`src/design/vcli_pkg.sv`:
```
// Shared types, constants and controller/datapath interface structs
// for the vertical column interpolator. No dependencies.
package vcli_pkg;

    localparam int MAX_LEVELS_DEF = 64;
    localparam int CFG_W          = 7;
    localparam int IDX_W          = 2;
    localparam int DIV_STEPS      = 32;

    // configuration register indexes
    localparam logic [IDX_W-1:0] REG_COORD_DESC = 2'd0;
    localparam logic [IDX_W-1:0] REG_ADD_BASE   = 2'd1;
    localparam logic [IDX_W-1:0] REG_NUM_LEVELS = 2'd2;

    localparam logic             COORD_DESC_RST = 1'b0;
    localparam logic             ADD_BASE_RST   = 1'b1;
    localparam logic [CFG_W-1:0] NUM_LEVELS_RST = 7'd64;

    localparam logic MODE_LOAD  = 1'b0;
    localparam logic MODE_QUERY = 1'b1;

    // bracket status codes
    localparam logic [1:0] ST_INTERIOR  = 2'd0;
    localparam logic [1:0] ST_BELOW     = 2'd1;
    localparam logic [1:0] ST_ABOVE     = 2'd2;
    localparam logic [1:0] ST_ZERO_SPAN = 2'd3;

    // value memory read address select
    localparam logic [1:0] VA_FIRST = 2'd0;
    localparam logic [1:0] VA_LAST  = 2'd1;
    localparam logic [1:0] VA_K     = 2'd2;
    localparam logic [1:0] VA_KM1   = 2'd3;

    typedef struct packed {
        logic               mode;
        logic signed [31:0] coord;
        logic signed [31:0] sample_value;
        logic signed [31:0] target;
    } in_word_t;

    typedef struct packed {
        logic signed [31:0] result_value;
        logic [1:0]         bracket_status;
    } out_word_t;

    typedef struct packed {
        logic       load;
        logic       start;
        logic       scan_adv;
        logic       scan_stop;
        logic [1:0] vsel;
        logic       lat_hi;
        logic       div_step;
        logic       mul;
        logic       fin;
        logic       put;
        logic       use_interp;
        logic [1:0] code;
    } cmd_t;

    typedef struct packed {
        logic go;
        logic k_zero;
        logic k_last;
        logic den_zero;
        logic div_last;
    } sts_t;

endpackage

```
`src/design/vcli_ctrl.sv`:
```
// Sequencer for loads and queries: scan, fetch, divide, multiply, write-out.
// Depends on vcli_pkg.
module vcli_ctrl (
    input  logic            clk,
    input  logic            rst_n,
    input  logic            in_valid,
    input  logic            in_mode,
    output logic            in_ready,
    output logic            out_valid,
    input  logic            out_ready,
    input  vcli_pkg::sts_t  sts,
    output vcli_pkg::cmd_t  cmd
);

    typedef enum logic [3:0] {
        S_IDLE,
        S_SCAN,
        S_RD_END,
        S_END_DATA,
        S_RD_HI,
        S_RD_LO,
        S_DIV,
        S_MUL,
        S_FIN,
        S_PUT
    } state_t;

    state_t     state_reg, state_next;
    logic [1:0] code_reg, code_next;
    logic       out_valid_reg, out_valid_next;
    logic       interp_reg, interp_next;

    assign in_ready  = (state_reg == S_IDLE);
    assign out_valid = out_valid_reg;

    always_comb
    begin
        state_next     = state_reg;
        code_next      = code_reg;
        interp_next    = interp_reg;
        out_valid_next = out_valid_reg && !out_ready;
        cmd            = '0;
        cmd.code       = code_reg;
        cmd.use_interp = interp_reg;
        case (state_reg)
            S_IDLE:
            begin
                if (in_valid)
                begin
                    if (in_mode == vcli_pkg::MODE_QUERY)
                    begin
                        cmd.start  = 1'b1;
                        state_next = S_SCAN;
                    end
                    else
                    begin
                        cmd.load = 1'b1;
                    end
                end
            end
            S_SCAN:
            begin
                if (sts.go)
                begin
                    if (sts.k_last)
                    begin
                        code_next  = vcli_pkg::ST_ABOVE;
                        state_next = S_RD_END;
                    end
                    else
                    begin
                        cmd.scan_adv = 1'b1;
                    end
                end
                else
                begin
                    cmd.scan_stop = 1'b1;
                    if (sts.k_zero)
                    begin
                        code_next  = vcli_pkg::ST_BELOW;
                        state_next = S_RD_END;
                    end
                    else
                    begin
                        state_next = S_RD_HI;
                    end
                end
            end
            S_RD_END:
            begin
                cmd.vsel    = (code_reg == vcli_pkg::ST_BELOW) ? vcli_pkg::VA_FIRST
                                                               : vcli_pkg::VA_LAST;
                interp_next = 1'b0;
                state_next  = S_END_DATA;
            end
            S_END_DATA:
            begin
                cmd.lat_hi = 1'b1;
                state_next = S_PUT;
            end
            S_RD_HI:
            begin
                cmd.vsel   = vcli_pkg::VA_K;
                state_next = S_RD_LO;
            end
            S_RD_LO:
            begin
                cmd.vsel   = vcli_pkg::VA_KM1;
                cmd.lat_hi = 1'b1;
                if (sts.den_zero)
                begin
                    code_next   = vcli_pkg::ST_ZERO_SPAN;
                    interp_next = 1'b0;
                    state_next  = S_PUT;
                end
                else
                begin
                    code_next   = vcli_pkg::ST_INTERIOR;
                    interp_next = 1'b1;
                    state_next  = S_DIV;
                end
            end
            S_DIV:
            begin
                cmd.div_step = 1'b1;
                if (sts.div_last)
                    state_next = S_MUL;
            end
            S_MUL:
            begin
                cmd.mul    = 1'b1;
                state_next = S_FIN;
            end
            S_FIN:
            begin
                cmd.fin    = 1'b1;
                state_next = S_PUT;
            end
            S_PUT:
            begin
                if (!out_valid_reg || out_ready)
                begin
                    cmd.put        = 1'b1;
                    out_valid_next = 1'b1;
                    state_next     = S_IDLE;
                end
            end
            default:
            begin
                state_next = S_IDLE;
            end
        endcase
    end

    always_ff @(posedge clk or negedge rst_n)
    begin
        if (!rst_n)
        begin
            state_reg     <= S_IDLE;
            code_reg      <= vcli_pkg::ST_INTERIOR;
            out_valid_reg <= 1'b0;
            interp_reg    <= 1'b0;
        end
        else
        begin
            state_reg     <= state_next;
            code_reg      <= code_next;
            out_valid_reg <= out_valid_next;
            interp_reg    <= interp_next;
        end
    end

endmodule

```
`config.mk`:
```
export PLATFORM = sky130hd
export DESIGN_NAME = vcli_ctrl
export DESIGN_NICKNAME = d
export VERILOG_FILES = /design/src/design/vcli_pkg.sv /design/src/design/vcli_ctrl.sv
export SDC_FILE = /design/constraint.sdc
export NUM_CORES = 1
export LEC_CHECK = 0
export BUFFER_PORTS_ARGS = -buffer_cell sky130_fd_sc_hd__clkbuf_2
export CAP_MARGIN = 5
export CELL_PAD_IN_SITES_DETAIL_PLACEMENT = 0
export CELL_PAD_IN_SITES_GLOBAL_PLACEMENT = 1
export CORE_ASPECT_RATIO = 0.8
export CORE_MARGIN = 1
export CORE_UTILIZATION = 33
export DETAILED_ROUTE_END_ITERATION = 6
export MAX_ROUTING_LAYER = met4
export PLACE_DENSITY_LB_ADDON = 0.1
export SLEW_MARGIN = 20
export SYNTH_ARGS = -nofsm -noshare
export SYNTH_HDL_FRONTEND = slang
export SYNTH_SLANG_ARGS = --single-unit
```
`constraint.sdc`:
```
create_clock -name clk -period 1.8 [get_ports clk]
set_clock_uncertainty 0.15 [all_clocks]
set_input_delay 0.18 -clock clk [delete_from_list [all_inputs] [get_ports clk]]
set_output_delay 0.18 -clock clk [all_outputs]
set_load 0.01 [all_outputs]
```
## Word level (Yosys, flattened, before mapping)

Cells that the tools add are included.

| word-level totals | value |
|---|---|
| input port bits | 10 |
| output and inout port bits | 16 |
| register bits after elaboration | 8 |

| operators by class | value |
|---|---|
| reductions and logical operators | 11 |
| multiplexer cells | 34 |
| equal/unequal tests | 16 |

Operators with widths:

| kind | number |
|---|---|
| $pmux 4 s9 | 1 |
| $mux 4 | 7 |
| $eq 4x3->1 const B | 4 |
| $mux 1 | 15 |
| $mux 2 | 7 |
| $eq 4x2->1 const B | 2 |
| $eq 4x4->1 const B | 2 |
| $ne 2x2->1 const B | 4 |
| $ne 3x3->1 const B | 2 |
| $pmux 2 s3 | 1 |
| $reduce_and 5->1 | 1 |
| $eq 4x1->1 const B | 1 |
| $logic_not 4->1 | 1 |
| $pmux 2 s2 | 1 |
| $reduce_bool 2->1 | 2 |
| $reduce_or 2->1 | 2 |
| $mux 3 | 1 |
| $reduce_and 3->1 | 1 |
| $eq 2x1->1 const B | 1 |
| $logic_not 1->1 | 2 |
| $pmux 1 s2 | 1 |
| $logic_and 1x1->1 | 1 |
| $logic_or 1x1->1 | 1 |

## Longest topological paths before layout

Gate-level depths: netlist of the first run.

| depth | value |
|---|---|
| depth after elaboration | 4 |
| gate-level depth with buffers | 5 |

## Worst setup path before layout of the first run

OpenSTA, ideal clock, no wires.

| timing path | value |
|---|---|
| kind | flip-flop to flip-flop |
| from | register state_reg[1] |
| to | register state_reg[3] |
| path slack | 169 ps |
| clock period less this slack | 1631 ps |
| data arrival time | 1415 ps |
| stages on the path, launching flop included | 5 |
| required time | 1585 ps |
| cell sequence | dfrtp_1 > buf_2 > clkbuf_1 > nor4b_1 > or2_2 |

| between the ends | value |
|---|---|
| word-level cells in the longest chain between the ends | 3 |

Ends and longest elaborated chain:

| element | line | text |
|---|---|---|
| from (decl) | vcli_ctrl.sv:28 | `state_t state_reg, state_next;` |
| from (signal assigned) | vcli_ctrl.sv:166 | `state_reg <= state_next;` |
| $eq 4x4->1 (tied with other cells) | vcli_ctrl.sv:45 | `case (state_reg)` |
| $reduce_or 2->1 (no source line) (tied with other cells) | n/a |  |
| $pmux 4 s9 / $reduce_and 5->1 (equally long branches) | n/a |  |

Several ways; a longest one is shown, not always the timed one.
A chain may end at the register's enable or synchronous reset.

==> metrics.md, run 1 <==
| Metric | Value |
|---|---|
| Status | finished, violations left |
| Failing checks | negative setup slack |
| Met3 GRT Util | under 10% |
| Commonest non-fill, non-tap cells in the layout | clkbuf_2, buf_4, nand2_1 |
| Vias per inst | just over 5 |
| CTS root buf | clkbuf_4 |
| Startpoint class of the critical path | flip-flop |
| Slew margin rel. | between 70 and 80% |
| # port buffers | 25 |
| Setup violations, final | 5 |
| Clock transition at path regs | 70 ps |
| Commonest non-fill, non-tap cell in the layout | clkbuf_2 |
| Grt met1 use | approximately 25% |
| Core region area | about 0.0017 mm^2 |
| DR pass1 iterations | 4 |
| Lkg Pwr | about 0.49 nW |
| Critical path class | flip-flop to output port |
| ANT cells | 0 |
| Share of cells above drive strength 1 | between 50% and 60% |
| Reg2Reg Depth | 5 |
| Predominant post-synthesis flop cell | dfrtp_1 |
| Worst r2r src | state_reg[2] |
| Syn_nets | 84 |
| Mean Syn Cell Area | between 8 and 9 um^2 |
| Layout area overhead | 52.8% |
| Initial antenna violation count | 0 |
| FF-to-FF End | code_reg[1] |
| Cell area after synthesis | around 650 um^2 |
| Final setup margin | -61.6 ps |
| Post-synth EDFFs | 0 |
| HP Class | primary input to flip-flop |
| Crit path max fanout | 4 |
| H-tree level count | 1 |
| Aggregate global routing overflow | 0 |
| Final Cycle Share | 103% |
| Finished Layout Cells | about 140 |
| Horiz. Die Dim | approximately 52 um |
| GP Congestion | 0.888 |
| RSZ-0062 raised after global routing | true |
| Distinct cells, synth | 34 |
| FMAX | roughly 540 MHz |
| Die height | ~42 um |
| Worst-Margin Slew | slightly above 400 ps |
| GR peak layer | met2 |
| CP Data Required Time | approximately 1500 ps |
| Die area | about 0.0022 mm^2 |
| Longest Clk Path Bufs | 2 |
| Initial DRC count | 13 |
| Final #Nets | approximately 130 |
| Clock Latency Late Sink | about 270 ps |
| Arrival time of the worst setup path | about 1500 ps |
| Seq/Total Area, Yosys | a little under a third |
| Initial Util | 37.5% |
| Final Hold Fails | 0 |
| Vias | roughly 700 |
| Gate Count Post-Synth | 74 |
| Filler instances | between 150 and 200 |
| Yosys warns | 0 |
| Hold Worst Slack | about 69 ps |
| Number of buffers created by CTS | 3 |
| # clock sinks | 8 |
| CTS tree | done |
| Yosys reg bits | 8 |
| Routed len/inst | between 10 and 15 um |
| Critical path capture point | cmd[10] |
| Vias in the first global route | 665 |
| ANT nets after route | 0 |
| HPWL Detailed | between 1 and 1.5 mm |
| GR Util met2 | between 20% and 30% |
| Ratio of total power to cell area | 1630 mW/mm^2 |
| IO Count | 26 |
| First-pass GRT wire length | between 2 and 3 mm |
| TNS Setup | -180 ps |
| Max_cap viols | 0 |
| Critical Path Start | state_reg[3] |
| Largest net degree at the start of global routing | 9 |
| Final WL | 1.79 mm |
| Max IR drop VDD | about 0.75 mV |
| GRT Total Usage | between 10% and 20% |
| Min Tclk post-route | about 1900 ps |
| Crit. End Element | output port |
| Final Power | 1.62 mW |
| Site Rows | 13 |
| Worst R2R Setup Slack | roughly 60 ps |
| Max-slew violation count | 0 |
| Post-DP Area | between 800 and 900 um^2 |
| Placed insts | between 100 and 150 |
| Final instance area | around 1000 um^2 |
| Ys async rst share | 100% |
| Max reg flops | 4 |
| Drt drc | 0 |
## report_power, final
group / total [mW] / switching [mW] / internal (mW) / leakage, nW
clock: 0.149 / 0.0722 / 0.0769 / 0.0138
sequential: 0.364 / 0.0943 / 0.270 / 0.0955
combinational: 1.11 / 0.503 / 0.605 / 0.385
total: 1.62 / 0.669 / 0.952 / 0.495
## metrics by stage
stage,worst slack [ps],util (%)
global route,-105,57.2
detailed placement,143,48.0
floorplan,169,-
finish,-61.6,57.2
global placement,138,48.0
CTS,-66.7,54.8
## worst min path at each step
stage	startpoint	slack (ps)	cells after the start	endpoint
CTS	sts[4]	60	2	state_reg[2]
global route	in_valid	80	3	state_reg[1]
finish	sts[4]	70	2	state_reg[2]
detailed placement	rst_n	-100	1	state_reg[3]
floorplan	rst_n	-270	0	code_reg[0]
global placement	rst_n	-110	1	out_valid
## Yosys cell counts (2+ instances only)
cell type,instances,area share (%)
nand2b_1,6,5.8
buf_2,3,2.3
a21oi_1,4,3.1
nand2_1,7,4.0
buf_4,2,2.3
inv_1,5,2.9
mux2i_1,3,4.6
a31oi_1,3,2.9
dfrtp_1,8,31
o21ai_0,2,1.5
nor3b_1,2,2.3
mux2_2,2,3.5
nor2b_1,2,1.9
nor2_1,5,2.9
## kinds of logic after synthesis
group / Yosys count / share of synthesized area, %
simple gates: 32 / 32.8
compound gates: 17 / 18.6
buf+inv: 12 / 9.79
flops: 8 / 30.7
mux: 5 / 8.06
## repair_timing
item	CTS	global route
hold buffers	2	0
endpoints found under the setup margin	7	11
buffers inserted	8	2
hold endpoints to repair	9	0
gates resized for setup	7	15
pin swaps	6	4
## final cells by class
cell class	instances	area [um^2]	area share, %
multi-input cells	54	417	41.8
flip-flops and latches	8	205	20.6
well taps	22	27.5	2.76
inverters	5	18.8	1.88
repair buffers	46	305	30.7
clock buffers	3	22.5	2.26
## critical path, cell delays in order (launching register included)
cell and delay (ps):
dfrtp_2 440, or4b_4 590, nor2_1 100, buf_2 130
## routing by layer
layer / wire length [um] / vias to the layer above
met3: 106 / 2
met5: 0 / -
li1: - / 349
met2: 829 / 27
met4: 8 / 0
met1: 841 / 332
Power figures use the tool's default switching activity.
==> run 2: changes to the inputs <==
--- a/config.mk
+++ b/config.mk
@@ -15,6 +15,7 @@
 export DETAILED_ROUTE_END_ITERATION = 6
 export MAX_ROUTING_LAYER = met4
 export PLACE_DENSITY_LB_ADDON = 0.1
+export REMOVE_ABC_BUFFERS = 1
 export SLEW_MARGIN = 20
 export SYNTH_ARGS = -nofsm -noshare
 export SYNTH_HDL_FRONTEND = slang
==> run 2 against run 1 <==
  * The flow still finishes with violations (negative setup slack)
  * Sequential share of layout area fell by 0.46 points
  * Hold slack improved by 9.6 ps
  * Flip-flop and latch count unchanged
  * Final cell count is 1.4% higher
  * Non-clock buffer count up 2
  * Die area did not move
  * Core utilization grew 1.3 points
  * Critical endpoint is now cmd[11]
  * Largest cell class unchanged
  * Largest power group unchanged
==> metrics.md, run 2 (synthesized netlist as in run 1, its figures left out) <==
| Metric | Value |
|---|---|
| Initial Util | 37.5% |
| Layout area overhead | 56.2% |
| Grt met1 use | roughly a quarter |
| Startpoint class of the critical path | flip-flop |
| Aggregate global routing overflow | 0 |
| Worst R2R Setup Slack | 70 ps |
| GR peak layer | met1 |
| Fin util | between 50% and 60% |
| Die height | 41.8 um |
| Commonest non-fill, non-tap cells in the layout | clkbuf_2, buf_4, nand2_1 |
| Longest Clk Path Bufs | 2 |
| Final WL | 1.79 mm |
| H-tree level count | 1 |
| Initial DRC count | 13 |
| Worst hold stages | 3 |
| Initial antenna violation count | 0 |
| Clock transition at path regs | about 50 ps |
| IO Count | 26 |
| Worst-Margin Slew | roughly 380 ps |
| ANT nets after route | 0 |
| First-pass GRT wire length | 2.86 mm |
| Largest net degree at the start of global routing | 9 |
| Hold worst-path end | state_reg[1] |
| Final Cycle Share | 103% |
| Horiz. Die Dim | between 50 and 60 um |
| Slew margin rel. | around three quarters |
| Ratio of total power to cell area | approximately 1600 mW/mm^2 |
| Met3 GRT Util | 5.49% |
| Site Rows | 13 |
| Reg2Reg Depth | 4 |
| Number of buffers created by CTS | 3 |
| CTS root buf | clkbuf_4 |
| Crit path max fanout | 6 |
| ANT cells | 0 |
| GRT Total Usage | 18.3% |
| Clock Latency Late Sink | about 250 ps |
| Max IR drop VDD | a little under 0.9 mV |
| Vias | around 690 |
| Vias per inst | 4.96 |
| DR pass1 iterations | 4 |
| RSZ-0062 raised after global routing | true |
| Drt drc | 0 |
| # clock sinks | 8 |
| CTS tree | done |
| Placed insts | between 100 and 150 |
| Register area | slightly above 200 um^2 |
| Routed len/inst | between 10 and 15 um |
| Failing checks | negative setup slack |
| Die area | between 0.002 and 0.0025 mm^2 |
| Final Hold Fails | 0 |
| CP Data Required Time | 1470 ps |
| Filler instances | between 150 and 200 |
| Status | finished, violations left |
| Lkg Pwr | about 0.51 nW |
| Core region area | 0.00174 mm^2 |
| Max reg flops | 4 |
| Max_cap viols | 0 |
| Worst r2r src | state_reg[3] |
| Arrival time of the worst setup path | between 1500 and 2000 ps |
| Finished Layout Cells | between 100 and 150 |
| GR Util met2 | about a quarter |
| Min Tclk post-route | roughly 1800 ps |
| GP Congestion | approximately 0.76 |
| HP Class | primary input to flip-flop |
| # port buffers | 25 |
| HP Start | in_valid |
| Max-slew violation count | 0 |
| Setup violations, final | 3 |
| Final #Nets | 130 |
| Share of cells above drive strength 1 | between 50% and 60% |
| Final setup margin | -47.0 ps |
| Commonest non-fill, non-tap cell in the layout | clkbuf_2 |
| Critical path class | flip-flop to output port |
| FF-to-FF End | state_reg[1] |
| Crit. End Element | output port |
| FMAX | 541 MHz |
| Footprint of the multi-input gates | 417 um^2 |
| Vias in the first global route | about 640 |
## run 2: worst max path at each step
stage	startpoint	end	slack, ps	cells past startpoint
6_report	state_reg[3]	cmd[11]	-50	3
5_1_grt	state_reg[2]	cmd[3]	-90	3
4_1_cts	state_reg[2]	cmd[10]	-50	3
2_1_floorplan	state_reg[1]	code_reg[1]	130	3
3_3_place_gp	state_reg[1]	state_reg[1]	120	4
3_5_place_dp	state_reg[1]	state_reg[1]	110	4
## run 2: final cells by class
class	instances	area share (%)
sequential	8	20.1
tap	22	2.70
timing repair buffer	48	32.2
inverter	5	1.84
multi-input combinational	54	40.9
clock buffer	3	2.21
## run 2: where the power goes
part	internal [mW]	leakage [nW]	switching [mW]
combinational	0.641	0.397	0.513
sequential	0.270	0.0955	0.0995
clock	0.0765	0.0138	0.0632
## run 2: routing by layer
metal / vias up / wire [um]
met5: - / 0
met4: 0 / 8
met3: 2 / 107
met2: 19 / 779
met1: 322 / 898
li1: 351 / -
## run 2: repair_timing
action | CTS | global route
endpoints found under the setup margin | 7 | 11
gates resized for setup | 6 | 19
endpoints found under the hold margin | 9 | 0
pin swaps | 4 | 7
buffers inserted | 9 | 5
hold buffers | 2 | 0
## run 2: critical path: stages (launching register included)
cell	delay [ps]
dfrtp_2	440
or4b_4	590
nor2_2	100
buf_2	130
## run 2: per-stage QoR
step	setup WS, ps	area, um^2	total power [mW]	hold WS (ps)	setup TNS (ps)
2_1_floorplan	133	607	0.865	-266	0
3_3_place_gp	120	812	1.20	-107	0
3_5_place_dp	113	812	1.21	-106	0
4_1_cts	-47.3	936	1.50	81.3	-207
5_1_grt	-89.8	1020	1.79	105	-422
6_report	-47.0	1020	1.66	78.2	-119
==> run 3: changes to the inputs <==
--- a/config.mk
+++ b/config.mk
@@ -20,3 +20,4 @@
 export SYNTH_ARGS = -nofsm -noshare
 export SYNTH_HDL_FRONTEND = slang
 export SYNTH_SLANG_ARGS = --single-unit
+export TNS_END_PERCENT = 20
==> run 3 against run 2 <==
  * The flow still finishes with violations (negative setup slack)
  * Global-route usage unchanged
  * Register-to-register slack got worse by 20 ps
  * Hold slack hardly changed
  * Sequential power fell by 2%
  * Critical path depth is the same
  * Via count fell by 2.0%
  * Design area down 3.6%
  * Die area unchanged
  * Core utilization fell by 2.1 points
  * Sequential share of layout area is 0.62 points higher
  * Total power decreased by 3.6%
  * Critical path type unchanged
==> metrics.md, run 3 (synthesized netlist as in run 1, its figures left out) <==
| Metric | Value |
|---|---|
| Status | finished, violations left |
| Failing checks | negative setup slack |
| Final #Nets | about 130 |
| Max_cap viols | 0 |
| GP Congestion | ~0.76 |
| Max IR drop VDD | 0.850 mV |
| Finished Layout Cells | approximately 140 |
| Initial Util | a little under two fifths |
| Max reg flops | 4 |
| CTS root buf | clkbuf_4 |
| Vias in the first global route | about 640 |
| Worst stage delay on the critical path | around 600 ps |
| Cell chain of the critical path | or4b_4, nor2_2, buf_2 |
| Horiz. Die Dim | around 52 um |
| Slowest-stage cell, CP | or4b_4 |
| Commonest non-fill, non-tap cells in the layout | clkbuf_2, buf_4, nand2_1 |
| Final instance area | approximately 980 um^2 |
| Final Hold Fails | 0 |
| Final WL | about 1.8 mm |
| Placed insts | between 100 and 150 |
| Number of buffers created by CTS | 3 |
| Buf+Inv Stages, Crit Path | 1 |
| Aggregate global routing overflow | 0 |
| First-pass GRT wire length | between 2 and 3 mm |
| Slew margin rel. | 74.8% |
| Min Tclk post-route | approximately 1900 ps |
| CTS tree | done |
| RSZ-0062 raised after global routing | true |
| FMAX | 540 MHz |
| Routed len/inst | around 13 um |
| Final setup margin | -52.7 ps |
| CP Data Required Time | ~1500 ps |
| Die height | around 42 um |
| Drt drc | 0 |
| Site Rows | 13 |
| Post-DP Area | approximately 800 um^2 |
| ANT cells | 0 |
| DR pass1 iterations | 4 |
| Setup violations, final | 3 |
| HP Class | primary input to flip-flop |
| Commonest non-fill, non-tap cell in the layout | clkbuf_2 |
| CP delay by family, top | simple AND/OR/NAND/NOR gates |
| Arrival time of the worst setup path | around 1500 ps |
| Layout area overhead | 50.7% |
| Largest net degree at the start of global routing | 9 |
| GRT Total Usage | a little under a fifth |
| Vias | 680 |
| IO Count | 26 |
| Max-slew violation count | 0 |
| Initial DRC count | 11 |
| Fin util | between 50% and 60% |
| Share of cells above drive strength 1 | 53.0% |
| Crit. End Element | output port |
| Longest Clk Path Bufs | 2 |
| Lkg Pwr | about 0.49 nW |
| Hold Worst Slack | approximately 80 ps |
| Clock Latency Late Sink | ~250 ps |
| Ratio of total power to cell area | between 1500 and 2000 mW/mm^2 |
| Clock transition at path regs | roughly 50 ps |
| # port buffers | 25 |
| Initial antenna violation count | 0 |
| Vias per inst | about 5.0 |
| Core region area | roughly 0.0017 mm^2 |
| ANT nets after route | 0 |
| Critical path class | flip-flop to output port |
| Startpoint class of the critical path | flip-flop |
| H-tree level count | 1 |
| Crit path max fanout | 6 |
| Die area | between 0.002 and 0.0025 mm^2 |
| # clock sinks | 8 |
| Final Cycle Share | 103% |
| Worst-Margin Slew | about 370 ps |
## run 3: cell count changes in the layout (fill, tap and decap cells not counted), sizes merged
cell	before	now
buf	28	25
## run 3: timing repair
item | 4_1_cts | 5_1_grt
endpoints found under the hold margin | 9 | 0
gates resized for setup | 6 | 14
buffers inserted | 9 | 2
endpoints found under the setup margin | 7 | 11
pin swaps | 4 | 5
hold buffers | 2 | 0
## run 3: layer usage
layer	up-vias	routed length [um]	track usage (%)	share of wire, %
met2	15	791	25.2	43
li1	347	-	-	-
met1	316	939	26.4	52
met3	2	80	5.49	4.4
met5	-	0	-	0
met4	0	8	3.24	0.44
## run 3: report_power, final
group          switching (mW)  total [mW]  internal (mW)
clock                  0.0631       0.140         0.0764
sequential             0.0941       0.362          0.268
combinational           0.511        1.10          0.592
total                   0.668        1.60          0.936
## run 3: stage by stage
step / power, mW / worst slack (ps) / TNS, ps
finish: 1.60 / -52.7 / -129
detailed placement: 1.21 / 113 / 0
floorplan: 0.865 / 133 / 0
CTS: 1.50 / -47.3 / -207
global placement: 1.20 / 120 / 0
global route: 1.72 / -98.9 / -486
## run 3: tightest hold or removal path, stage by stage
cell,delay [ps]
clkbuf_2,100
nand2_1,70
a2111oi_0,90
## run 3: final cells by class
cell class                 count  area [um^2]
fill                         168          758
timing repair buffer          45          294
tap                           22         27.5
clock buffer                   3         22.5
inverter                       5         18.8
sequential                     8          204
multi-input combinational     54          415
## run 3: path summary, 6_finish.rpt
check	slack, ps	to	cells past startpoint	start
worst max-delay path	-50	cmd[11]	3	state_reg[3]
worst min-delay path	80	state_reg[1]	3	in_valid
worst max register to register	50	state_reg[1]	4	state_reg[3]
worst min register to register	400	code_reg[0]	2	code_reg[0]
max in group asynchronous	1120	state_reg[3]	2	rst_n
min in group asynchronous	180	code_reg[1]	2	rst_n
